## src/design/psgm_pkg.sv

```systemverilog
`default_nettype none

package psgm_pkg;

  localparam int VOICES = 4;
  localparam int VIDX_W = (VOICES > 1) ? $clog2(VOICES) : 1;

  localparam int PHASE_W = 24;
  localparam int WAVE_W  = 17;
  localparam int PROD_W  = 22;
  localparam int ACC_W   = PROD_W + $clog2(VOICES);
  localparam int MAG_W   = ACC_W - 1;
  localparam int GAIN_W  = 10;
  localparam int GPROD_W = MAG_W + GAIN_W;
  localparam int SCALE_SHIFT = 16;
  localparam int SH_W    = GPROD_W - SCALE_SHIFT;

  localparam logic [15:0]     PHASE_SCALE_RST = 16'd36281;
  localparam logic [GAIN_W-1:0] OUT_GAIN_RST = 10'd221;
  localparam logic [31:0]     NOISE_SEED = 32'h1234ACE1;
  localparam logic [31:0]     NOISE_STEP = 32'h9E3779B1;

  localparam logic signed [WAVE_W-1:0] WAVE_HI = 17'sd32768;
  localparam logic signed [WAVE_W-1:0] WAVE_LO = -17'sd32768;

  typedef enum logic [1:0] {
    OP_SAMPLE   = 2'd0,
    OP_TICK     = 2'd1,
    OP_NOTE_ON  = 2'd2,
    OP_NOTE_OFF = 2'd3
  } op_t;

  typedef enum logic [1:0] {
    WAVE_PULSE = 2'd0,
    WAVE_SAW   = 2'd1,
    WAVE_TRI   = 2'd2,
    WAVE_NOISE = 2'd3
  } wave_t;

  typedef enum logic [0:0] {
    CFG_PHASE_SCALE = 1'd0,
    CFG_OUT_GAIN    = 1'd1
  } cfg_t;

  typedef struct packed {
    logic [7:0]         volpan;
    logic [7:0]         decay;
    wave_t              wave;
    logic [5:0]         pulse;
    logic [15:0]        freq;
    logic [PHASE_W-1:0] phase;
    logic [31:0]        noise;
    logic               nbit;
  } voice_t;

  function automatic voice_t voice_reset(input logic [VIDX_W-1:0] idx);
    voice_t r;
    r = '0;
    r.noise = NOISE_SEED ^ (32'(idx) * NOISE_STEP);
    return r;
  endfunction

endpackage

`default_nettype wire

```

## src/design/four_voice_psg_mixer.sv

```systemverilog
`default_nettype none

// Four-voice sound generator with a stereo mix. All per-voice state sits in
// one small synchronous memory; an entry that was never written reads as its
// reset value, so no clearing pass follows reset. A sample or a tick walks
// the voices through a single read port, one voice per cycle, into a short
// read-modify-write pipeline; a note-on or note-off reads only its voice. A
// sample transaction holds off new input until its result is loaded into
// the output register; a tick or note operation does so until its last
// voice has been written back. The output register lets the next transaction
// start while a result is still waiting.
module four_voice_psg_mixer
  import psgm_pkg::*;
(
  input  wire logic               clk,
  input  wire logic               rst,
  input  wire logic               cfg_wen,
  input  wire logic [0:0]         cfg_index,
  input  wire logic [15:0]        cfg_data,
  input  wire logic               in_valid,
  output logic                    in_ready,
  input  wire logic [1:0]         opcode,
  input  wire logic [1:0]         voice,
  input  wire logic [7:0]         vol_pan,
  input  wire logic [7:0]         shape,
  input  wire logic [7:0]         decay_step,
  input  wire logic [15:0]        note_freq,
  output logic                    out_valid,
  input  wire logic               out_ready,
  output logic signed [15:0]      left,
  output logic signed [15:0]      right
);

  logic [15:0]       phase_scale;
  logic [GAIN_W-1:0] out_gain;

  logic        busy;
  op_t         op_q;
  logic [7:0]  vol_pan_q;
  logic [7:0]  shape_q;
  logic [7:0]  decay_q;
  logic [15:0] freq_q;

  logic              issuing;
  logic              issue_single;
  logic [VIDX_W-1:0] issue_idx;
  logic              issue_last;

  voice_t            mem [VOICES];
  logic [VOICES-1:0] ent_ok;
  voice_t            mem_q;
  logic              vbit_q;

  logic              a_vld;
  logic              a_last;
  logic [VIDX_W-1:0] a_idx;
  voice_t            a_ent;
  logic [31:0]       inc_full;

  logic               b_vld;
  logic               b_last;
  logic [VIDX_W-1:0]  b_idx;
  voice_t             b_ent;
  logic [PHASE_W-1:0] b_inc;
  voice_t             nxt;
  logic               act;
  logic [PHASE_W:0]   phase_sum;
  logic [31:0]        noise_x;
  logic [1:0]         pan;
  logic signed [WAVE_W-1:0] wave_val;

  logic                     c_vld;
  logic                     c_last;
  logic signed [WAVE_W-1:0] c_wave;
  logic [5:0]               c_vol;
  logic                     c_l;
  logic                     c_r;
  logic signed [23:0]       mul_c;

  logic                     d_vld;
  logic                     d_last;
  logic signed [PROD_W-1:0] d_prod;
  logic                     d_l;
  logic                     d_r;

  logic signed [ACC_W-1:0] acc_l;
  logic signed [ACC_W-1:0] acc_r;

  logic               e_vld;
  logic [ACC_W-1:0]   neg_acc_l;
  logic [ACC_W-1:0]   neg_acc_r;
  logic [MAG_W-1:0]   mag_l;
  logic [MAG_W-1:0]   mag_r;

  logic               m_vld;
  logic               m_neg_l;
  logic               m_neg_r;
  logic [GPROD_W-1:0] m_l;
  logic [GPROD_W-1:0] m_r;

  logic accept;
  logic note_op;
  logic in_range;
  logic out_load;

  function automatic logic [31:0] xorshift(input logic [31:0] s);
    logic [31:0] x;
    x = s;
    x = x ^ (x << 13);
    x = x ^ (x >> 17);
    x = x ^ (x << 5);
    return x;
  endfunction

  function automatic logic signed [WAVE_W-1:0] wave_of(input voice_t e);
    logic signed [WAVE_W:0] t;
    logic signed [WAVE_W-1:0] w;
    t = '0;
    unique case (e.wave)
      WAVE_PULSE: w = (e.phase < {e.pulse, 18'd0}) ? WAVE_HI : WAVE_LO;
      WAVE_SAW: begin
        t = $signed({2'b00, e.phase[23:8]}) - 18'sd32768;
        w = t[WAVE_W-1:0];
      end
      WAVE_TRI: begin
        if (!e.phase[23]) begin
          t = $signed({2'b00, e.phase[22:7]}) - 18'sd32768;
        end else begin
          t = 18'sd98304 - $signed({1'b0, e.phase[23:7]});
        end
        w = t[WAVE_W-1:0];
      end
      WAVE_NOISE: w = e.nbit ? WAVE_HI : WAVE_LO;
      default: w = WAVE_LO;
    endcase
    return w;
  endfunction

  function automatic logic [15:0] saturate(input logic neg, input logic [SH_W-1:0] mag);
    logic [15:0] r;
    if (neg) begin
      if (mag >= 32768) r = 16'h8000;
      else r = 16'd0 - 16'(mag);
    end else begin
      if (mag >= 32767) r = 16'h7FFF;
      else r = 16'(mag);
    end
    return r;
  endfunction

  assign note_op  = (opcode == OP_NOTE_ON) || (opcode == OP_NOTE_OFF);
  assign in_range = (32'(voice) < VOICES);
  assign in_ready = !busy;
  assign accept   = in_valid && !busy;
  assign issue_last = issue_single || (issue_idx == VIDX_W'(VOICES - 1));
  assign out_load = m_vld && (!out_valid || out_ready);

  assign a_ent    = vbit_q ? mem_q : voice_reset(a_idx);
  assign inc_full = 32'(a_ent.freq) * 32'(phase_scale);

  assign phase_sum = {1'b0, b_ent.phase} + {1'b0, b_inc};
  assign noise_x   = xorshift(b_ent.noise);

  always_comb begin
    nxt = b_ent;
    act = 1'b0;
    unique case (op_q)
      OP_SAMPLE: begin
        act = (b_ent.volpan[5:0] != 6'd0) && (b_ent.freq != 16'd0);
        if (act) begin
          nxt.phase = phase_sum[PHASE_W-1:0];
          if (phase_sum[PHASE_W] && (b_ent.wave == WAVE_NOISE)) begin
            nxt.noise = noise_x;
            nxt.nbit  = noise_x[0];
          end
        end
      end
      OP_TICK: begin
        if (b_ent.decay != 8'd0) begin
          if (b_ent.decay >= {2'b00, b_ent.volpan[5:0]}) begin
            nxt.volpan[5:0] = 6'd0;
            nxt.decay       = 8'd0;
          end else begin
            nxt.volpan[5:0] = b_ent.volpan[5:0] - b_ent.decay[5:0];
          end
        end
      end
      OP_NOTE_ON: begin
        nxt.volpan = vol_pan_q;
        nxt.decay  = decay_q;
        nxt.wave   = wave_t'(shape_q[1:0]);
        nxt.pulse  = shape_q[7:2];
        nxt.freq   = freq_q;
      end
      OP_NOTE_OFF: begin
        nxt.volpan = 8'd0;
        nxt.decay  = 8'd0;
      end
      default: nxt = b_ent;
    endcase
  end

  assign wave_val = wave_of(nxt);
  assign pan      = b_ent.volpan[7:6];
  assign mul_c    = c_wave * $signed({1'b0, c_vol});

  assign neg_acc_l = ACC_W'(0) - acc_l;
  assign neg_acc_r = ACC_W'(0) - acc_r;
  assign mag_l = acc_l[ACC_W-1] ? neg_acc_l[MAG_W-1:0] : acc_l[MAG_W-1:0];
  assign mag_r = acc_r[ACC_W-1] ? neg_acc_r[MAG_W-1:0] : acc_r[MAG_W-1:0];

  always_ff @(posedge clk) begin
    if (rst) begin
      phase_scale <= PHASE_SCALE_RST;
      out_gain    <= OUT_GAIN_RST;
      busy        <= 1'b0;
      issuing     <= 1'b0;
      ent_ok      <= '0;
      a_vld       <= 1'b0;
      b_vld       <= 1'b0;
      c_vld       <= 1'b0;
      d_vld       <= 1'b0;
      e_vld       <= 1'b0;
      m_vld       <= 1'b0;
      out_valid   <= 1'b0;
    end else begin
      if (cfg_wen) begin
        unique case (cfg_t'(cfg_index))
          CFG_PHASE_SCALE: phase_scale <= cfg_data;
          CFG_OUT_GAIN:    out_gain <= cfg_data[GAIN_W-1:0];
          default: ;
        endcase
      end

      if (accept && (!note_op || in_range)) begin
        busy    <= 1'b1;
        issuing <= 1'b1;
      end else if (issuing && issue_last) begin
        issuing <= 1'b0;
      end

      a_vld <= issuing;
      b_vld <= a_vld;
      c_vld <= b_vld && (op_q == OP_SAMPLE);
      d_vld <= c_vld;
      e_vld <= d_vld && d_last;

      if (b_vld) begin
        ent_ok[b_idx] <= 1'b1;
      end

      if (b_vld && b_last && (op_q != OP_SAMPLE)) begin
        busy <= 1'b0;
      end

      if (e_vld) begin
        m_vld <= 1'b1;
      end else if (out_load) begin
        m_vld <= 1'b0;
      end

      if (out_load) begin
        out_valid <= 1'b1;
        busy      <= 1'b0;
      end else if (out_valid && out_ready) begin
        out_valid <= 1'b0;
      end
    end
  end

  always_ff @(posedge clk) begin
    if (accept) begin
      op_q         <= op_t'(opcode);
      vol_pan_q    <= vol_pan;
      shape_q      <= shape;
      decay_q      <= decay_step;
      freq_q       <= note_freq;
      issue_single <= note_op;
      issue_idx    <= note_op ? VIDX_W'(voice) : '0;
      acc_l        <= '0;
      acc_r        <= '0;
    end else begin
      if (issuing && !issue_last) begin
        issue_idx <= issue_idx + 1'b1;
      end
      if (d_vld) begin
        if (d_l) begin
          acc_l <= acc_l + ACC_W'(d_prod);
        end
        if (d_r) begin
          acc_r <= acc_r + ACC_W'(d_prod);
        end
      end
    end

    if (issuing) begin
      mem_q  <= mem[issue_idx];
      vbit_q <= ent_ok[issue_idx];
      a_idx  <= issue_idx;
      a_last <= issue_last;
    end

    b_ent  <= a_ent;
    b_inc  <= inc_full[31:8];
    b_idx  <= a_idx;
    b_last <= a_last;

    c_wave <= wave_val;
    c_vol  <= nxt.volpan[5:0];
    c_l    <= act && (pan[0] || (pan == 2'b00));
    c_r    <= act && (pan[1] || (pan == 2'b00));
    c_last <= b_last;

    d_prod <= mul_c[PROD_W-1:0];
    d_l    <= c_l;
    d_r    <= c_r;
    d_last <= c_last;

    if (e_vld) begin
      m_neg_l <= acc_l[ACC_W-1];
      m_neg_r <= acc_r[ACC_W-1];
      m_l     <= GPROD_W'(mag_l) * GPROD_W'(out_gain);
      m_r     <= GPROD_W'(mag_r) * GPROD_W'(out_gain);
    end

    if (out_load) begin
      left  <= saturate(m_neg_l, m_l[GPROD_W-1:SCALE_SHIFT]);
      right <= saturate(m_neg_r, m_r[GPROD_W-1:SCALE_SHIFT]);
    end
  end

  always_ff @(posedge clk) begin
    if (b_vld) begin
      mem[b_idx] <= nxt;
    end
  end

endmodule

`default_nettype wire
```

## config.mk

```make
export PLATFORM = sky130hd
export DESIGN_NAME = four_voice_psg_mixer
export DESIGN_NICKNAME = d
export VERILOG_FILES = /design/src/design/psgm_pkg.sv /design/src/design/four_voice_psg_mixer.sv
export SDC_FILE = /design/constraint.sdc
export NUM_CORES = 2
export LEC_CHECK = 0
export ABC_AREA = 1
export BUFFER_PORTS_ARGS = -buffer_cell sky130_fd_sc_hd__buf_2
export CAP_MARGIN = 20
export CORE_UTILIZATION = 35
export DETAILED_ROUTE_END_ITERATION = 10
export GPL_TIMING_DRIVEN = 0
export SYNTH_ARGS = -nofsm -noshare
export SYNTH_HDL_FRONTEND = slang
export SYNTH_SLANG_ARGS = --single-unit
```

## constraint.sdc

```tcl
create_clock -name clk -period 7.3 [get_ports clk]
set_input_delay 0.73 -clock clk [delete_from_list [all_inputs] [get_ports clk]]
set_output_delay 0.73 -clock clk [all_outputs]
set_load 0.01 [all_outputs]
```

[After elaboration in Yosys (flattened, before gate mapping)]
Memory sizes are Yosys's and may differ from the RTL's. A register that Yosys moved wholly into a read port is not among the register bits.
Index checks and enable logic that the tools add are counted.
Operators by class
  bitwise gates (word level): 6
  equal/unequal tests: 10
  multipliers: 5
  multiplexer cells: 38
  magnitude comparators: 9
  add/subtract/negate cells: 12
  reduce and logical (&&, ||, !) cells: 38
Operators by type and width (count)
  $mux 57: 2
  $mux 16: 6
  $mux 73: 1
  $pmux 17 s4: 1
  $mul 23x10->33: 2
  $xor 32x32->32: 2
  $mux 17: 3
  $add 24x22->24: 2
  $mux 23: 2
  $sub 1x23->23 const A: 2
  $pmux 14 s3: 1
  $ge 17x15->1 const B: 2
  $ge 17x16->1 const B: 2
  $sub 16x16->17 const B: 2
  $mux 33: 1
  $mul 16x16->32: 1
  $mul 2x32->32 const B: 1
  $sub 1x16->16 const A: 2
  $xor 32x15->32: 1
  $add 24x24->25: 1
  $lt 24x24->1: 1
  $mux 24: 1
  $mul 17x7->22: 1
  $sub 17x17->17 const A: 1
  other kinds (28): 77
Word-level totals
  input port bits: 66
  logic and storage cells: 169
  memories kept: 1
  register bits after elaboration: 411
  output and inout port bits: 34
  RAM bits: 388
Memory list
  mem: words 4, width 97, read ports 1, clocked after Yosys merged registers in 1, write ports 1, RTL line four_voice_psg_mixer.sv:49  | voice_t mem [VOICES];

[Longest topological paths before layout]
  depth after elaboration: 9
  mapped depth: 33
  depth with buffers taken out: 32

[Worst setup path before layout]
No wires, ideal clock.
  kind: flip-flop to flip-flop
  from: reg b_vld
  to: mem mem[1][0] (netlist name), enable pin
  clock period less this slack: 7.720 ns
  setup time: 0.675 ns
  arrival time: 7.045 ns
  cell stages (with the launch flop): 3
  path slack: -0.420 ns
  required time: 6.625 ns
  buffers on the path: 0
  path through: dfxtp_1 inv_1 nor3_1
On the way
  cells in the longest elaborated chain, start to end: 2
Ends and longest elaborated chain
  start, declared: RTL line four_voice_psg_mixer.sv:60  | logic b_vld;
  start signal, assigned: RTL line four_voice_psg_mixer.sv:243  | b_vld <= a_vld;
  $mux 1: RTL line four_voice_psg_mixer.sv:333  | if (b_vld) begin
  $mux 1 (implied by the code): RTL line four_voice_psg_mixer.sv:334  | mem[b_idx] <= nxt;
  end, declared: RTL line four_voice_psg_mixer.sv:49
No other way between the ends.

[Worst setup path in the final report]
  from: reg vbit_q
  to: reg b_inc[22]
On the way
  cells in the longest elaborated chain, start to end: 2
Ends and longest elaborated chain
  start, declared: RTL line four_voice_psg_mixer.sv:52  | logic vbit_q;
  start signal, assigned: RTL line four_voice_psg_mixer.sv:298  | vbit_q <= ent_ok[issue_idx];
  $mux 73: RTL line four_voice_psg_mixer.sv:158  | assign a_ent = vbit_q ? mem_q : voice_reset(a_idx);
  $mul 16x16->32: RTL line four_voice_psg_mixer.sv:159  | assign inc_full = 32'(a_ent.freq) * 32'(phase_scale);
  via inc_full[30]: RTL line four_voice_psg_mixer.sv:58  | logic [31:0] inc_full;
  end signal, assigned: RTL line four_voice_psg_mixer.sv:304  | b_inc <= inc_full[31:8];
  end, declared: RTL line four_voice_psg_mixer.sv:64  | logic [PHASE_W-1:0] b_inc;
The timed path passes the listed nets, and every way through them passes these cells.
A chain may end at the register's enable or synchronous reset.

==> metrics.log <==
INFO  metric synth_async_sr_flop_share = 0
INFO  metric synthesis.area_per_instance = 9.08 um2
INFO  metric drt_drc_violations_left = 0
INFO  metric post-route-min-period = 6980 ps
INFO  metric worstPathMaxFanout = 13
INFO  metric maxClockFrequency = 143 MHz
INFO  metric mapped_area = 63100 um2
INFO  metric clkTransAtPathRegs = 60 ps
INFO  metric finish.cell_count_without_fillers = 9641
INFO  metric cts_max_path_buffers = 3
INFO  metric worst-setup-path-type = flip-flop to flip-flop
INFO  metric post-place-cells = 9454
INFO  metric relative_slew_slack = 0.272
INFO  metric status = finished, final reports clean
INFO  metric synthToLayoutAreaGrowth = 12.0%
INFO  metric placeableCoreArea = 179000 um2
INFO  metric cts_htree_levels = 3
INFO  metric synth.yosys.seq_area_share = 0.369
INFO  metric grt_pass1_vias = 48900
INFO  metric final_critical_path_setup_slack = 320 ps
INFO  metric synth_cell_type_count = 72
INFO  metric final-max-slew-violation-count = 0
INFO  metric postSynthCellCount = 6949
INFO  metric design.final.nets = 8240
INFO  metric clock-skew-final = 69.7 ps
INFO  metric cts.hold.buffers_added = 0
INFO  metric std_cell_rows = 155
INFO  metric hold_path_class = input pin to flip-flop
INFO  metric detail_route.iter0.violations = 3667
INFO  metric initial_core_util = 0.353
INFO  metric detailedPlacementHpwl = 143 mm
INFO  metric final_min_period_over_clock_period = 0.956
INFO  metric route.detailed.vias_per_inst = 4.99
INFO  metric critical_path_arrival = 7590 ps
INFO  metric irDropWorstVdd = 0.000221 V
INFO  metric routed_wl = 181 mm
INFO  metric final-setup-viol-count = 0
INFO  metric detailedRoute.firstPassIterationCount = 6
INFO  metric hold_depth = 1
INFO  metric worst_pin_slew = 1090 ps
INFO  metric die_height = 427 um
INFO  metric pin_count_of_the_biggest_net_entering_global_routing = 54
INFO  metric max-cap-violations = 0
INFO  metric die_width = 427 um
INFO  metric clock_insertion_delay_worst_skew = 740 ps
INFO  metric share_of_cells_above_drive_strength_1 = 0.0691
INFO  metric power_density = 227 nW/um2
INFO  metric yosysWarnings = 0
INFO  metric grt_overflow = 0
INFO  metric synth_edf_count = 602
INFO  metric synth_top_flop_cell = sky130_fd_sc_hd__edfxtp_1
INFO  metric numPortBuffers = 98
INFO  metric post-place-ws = -1110 ps
INFO  metric via_count = 48100
INFO  metric grt_pass1_wl = 281 mm
INFO  metric cp-end-kind = flip-flop
INFO  metric count_of_boundary_i_o_pins = 100
INFO  metric synth_nets = 7986
INFO  metric floorplan.die_area = 182000 um2
INFO  metric antenna_violations_before_repair = 10
INFO  metric final_antenna_net_count = 0
INFO  metric cts_inserted_buffers = 93
INFO  metric numClockSinks = 864
INFO  metric timing.critical_path.required = 7910 ps
INFO  metric r2r_cells = 22
INFO  metric leakage = 33.4 nW
INFO  metric detail_route.wl_per_cell = 18.8 um
INFO  metric cts.root.buffer_cell = sky130_fd_sc_hd__clkbuf_16
INFO  metric hold_viol_final = 0
INFO  metric yosys_register_bits = 864
INFO  metric setup.worst_path.start_class = flip-flop
INFO  metric overall_global_routing_usage = 0.200
INFO  metric hold-worst-slack = 157 ps
INFO  metric clock_tree_from_tritoncts = yes
INFO  metric gp_congestion = 0.928
-- cell usage after synthesis (4+ instances only) --
library cell               instances  area (um2)
sky130_fd_sc_hd__a31oi_1          20         125
sky130_fd_sc_hd__nand2_1        1321        4960
sky130_fd_sc_hd__clkinv_1         11        41.3
sky130_fd_sc_hd__o21ai_0         425        2130
sky130_fd_sc_hd__ha_1            378        4730
sky130_fd_sc_hd__clkbuf_1        191         717
sky130_fd_sc_hd__o21a_1           11        82.6
sky130_fd_sc_hd__a21o_1           22         165
sky130_fd_sc_hd__or2_1             5        31.3
sky130_fd_sc_hd__nand3b_1         12        90.1
sky130_fd_sc_hd__o21ai_2           9        78.8
sky130_fd_sc_hd__nor2_1          763        2860
sky130_fd_sc_hd__o22ai_1         111         694
sky130_fd_sc_hd__nand4_1          44         275
sky130_fd_sc_hd__fa_1            593       11900
sky130_fd_sc_hd__buf_4             4        30.0
sky130_fd_sc_hd__dfxtp_1         262        5250
sky130_fd_sc_hd__buf_2            11        55.1
sky130_fd_sc_hd__buf_6             6        67.6
sky130_fd_sc_hd__o21ai_1          11        55.1
sky130_fd_sc_hd__a221oi_1          6        52.6
sky130_fd_sc_hd__edfxtp_1        602       18100
sky130_fd_sc_hd__inv_1          1179        4430
sky130_fd_sc_hd__a31o_2            5        43.8
sky130_fd_sc_hd__xnor2_1          81         709
sky130_fd_sc_hd__nor4_1           22         138
sky130_fd_sc_hd__nand3_2           5        50.1
sky130_fd_sc_hd__o21bai_1         28         210
sky130_fd_sc_hd__o31ai_1          12        90.1
sky130_fd_sc_hd__inv_2            17        63.8
sky130_fd_sc_hd__nand2_2          23         144
sky130_fd_sc_hd__mux2_2           17         191
sky130_fd_sc_hd__nor2_2            6        37.5
sky130_fd_sc_hd__buf_1             8        30.0
sky130_fd_sc_hd__nor3_1           51         255
sky130_fd_sc_hd__nor3_2            5        50.1
sky130_fd_sc_hd__xor2_1          122        1070
sky130_fd_sc_hd__a211oi_1          4        30.0
sky130_fd_sc_hd__or2_2            31         194
sky130_fd_sc_hd__o211ai_1         47         353
sky130_fd_sc_hd__nand3_1         155         776
sky130_fd_sc_hd__a21boi_0         10        75.1
sky130_fd_sc_hd__a21oi_1         261        1310
-- routing by layer --
metal / share of wire / wire length, um / track usage / up-vias
met5: 0.000072 / 13 / 0 / -
met4: 0.031 / 5660 / 0.0662 / 2
met3: 0.064 / 11600 / 0.0310 / 321
met2: 0.48 / 86200 / 0.336 / 1453
met1: 0.43 / 77600 / 0.261 / 23500
li1: - / - / - / 22800
-- state kept, by name, indices dropped and copies added (netlist names), 4 cells and up --
signal,count
acc_l,24
acc_r,24
b_ent,97
b_inc,24
c_vol,6
c_wave,17
d_prod,22
decay_q,8
ent_ok,4
freq_q,16
left,16
m_l,17
m_r,17
mem,388
mem_q,97
out_gain,10
phase_scale,16
right,16
shape_q,8
vol_pan_q,8
-- critical path, cell delays in order (launching register included) --
cell and delay (ps):
sky130_fd_sc_hd__edfxtp_1 500, sky130_fd_sc_hd__clkbuf_4 260, sky130_fd_sc_hd__nand2_1 430, sky130_fd_sc_hd__clkinvlp_4 550, sky130_fd_sc_hd__nand2_1 230, sky130_fd_sc_hd__fa_1 430
sky130_fd_sc_hd__fa_1 500, sky130_fd_sc_hd__fa_1 540, sky130_fd_sc_hd__inv_1 60, sky130_fd_sc_hd__fa_1 520, sky130_fd_sc_hd__inv_1 50, sky130_fd_sc_hd__fa_1 500
sky130_fd_sc_hd__fa_1 590, sky130_fd_sc_hd__inv_1 60, sky130_fd_sc_hd__ha_1 350, sky130_fd_sc_hd__a21oi_1 190, sky130_fd_sc_hd__o21ai_0 180, sky130_fd_sc_hd__a21oi_1 260
sky130_fd_sc_hd__inv_1 70, sky130_fd_sc_hd__a221oi_1 340, sky130_fd_sc_hd__nand2_1 90, sky130_fd_sc_hd__nand2_1 60, sky130_fd_sc_hd__nand2_1 50
-- cell type report --
| cell class | count | area [um2] |
|---|---|---|
| repair buffers | 166 | 1260 |
| well taps | 2355 | 2950 |
| plain buffers | 213 | 891 |
| inverters | 1209 | 4570 |
| flip-flops and latches | 864 | 23300 |
| clock buffers | 125 | 2570 |
| multi-input cells | 4656 | 34500 |
| diodes | 3 | 7.51 |
| fillers | 17900 | 108000 |
| clock inverters | 50 | 617 |
-- what timing repair did --
item / 4_1_cts / 5_1_grt
resized for setup: 13 / 33
buffers inserted: 0 / 16
pin swaps: 0 / 1
setup endpoints to repair: 22 / 39
-- cell families (layout without fill, tap and decap cells) --
group | after synthesis | count (layout) | synth area share
mux | 17 | 17 | 0.00303
flops | 864 | 864 | 0.369
simple gates | 2458 | 2458 | 0.159
fa+ha+maj | 971 | 971 | 0.263
compound gates | 1004 | 1004 | 0.0903
other cells | 0 | 3 | 0
xor+xnor | 206 | 206 | 0.0289
buf+inv | 1429 | 1763 | 0.0863
-- cell usage in the layout, fill, tap and decap left out, types with 111 or more instances in the layout --
master	instances
sky130_fd_sc_hd__dfxtp_1	260
sky130_fd_sc_hd__nand2_1	1319
sky130_fd_sc_hd__nor2_1	763
sky130_fd_sc_hd__nand3_1	155
sky130_fd_sc_hd__inv_1	1171
sky130_fd_sc_hd__xor2_1	114
sky130_fd_sc_hd__a21oi_1	258
sky130_fd_sc_hd__fa_1	593
sky130_fd_sc_hd__o21ai_0	423
sky130_fd_sc_hd__clkbuf_1	200
sky130_fd_sc_hd__ha_1	378
sky130_fd_sc_hd__edfxtp_1	602
sky130_fd_sc_hd__o22ai_1	111
-- through the flow --
step                 util  power (mW)  setup TNS (ps)  cell area (um2)
finish              0.395        16.1               0            70700
detailed placement  0.376        11.2          -13510            67200
global placement    0.372        11.2        -2687310            66600
global route        0.395        17.1           -13.9            70700
floorplan               -        9.63         -155400            63100
CTS                 0.394        16.2               0            70500
-- final timing paths --
path | start | to | slack [ps]
worst max-delay path | vbit_q$_DFFE_PP_ | b_inc[22]$_DFF_P_ | 320
worst min-delay path | note_freq[6] | freq_q[6]$_DFFE_PP_ | 160
worst max register to register | vbit_q$_DFFE_PP_ | b_inc[22]$_DFF_P_ | 320
worst min register to register | c_r$_DFF_P_ | d_r$_DFF_P_ | 320
-- where the power goes --
part | switching [mW] | internal, mW | total, mW
combinational | 3.45 | 1.87 | 5.32
clock | 2.13 | 2.77 | 4.90
sequential | 0.254 | 5.61 | 5.86
(Power assumes the default switching activity.)
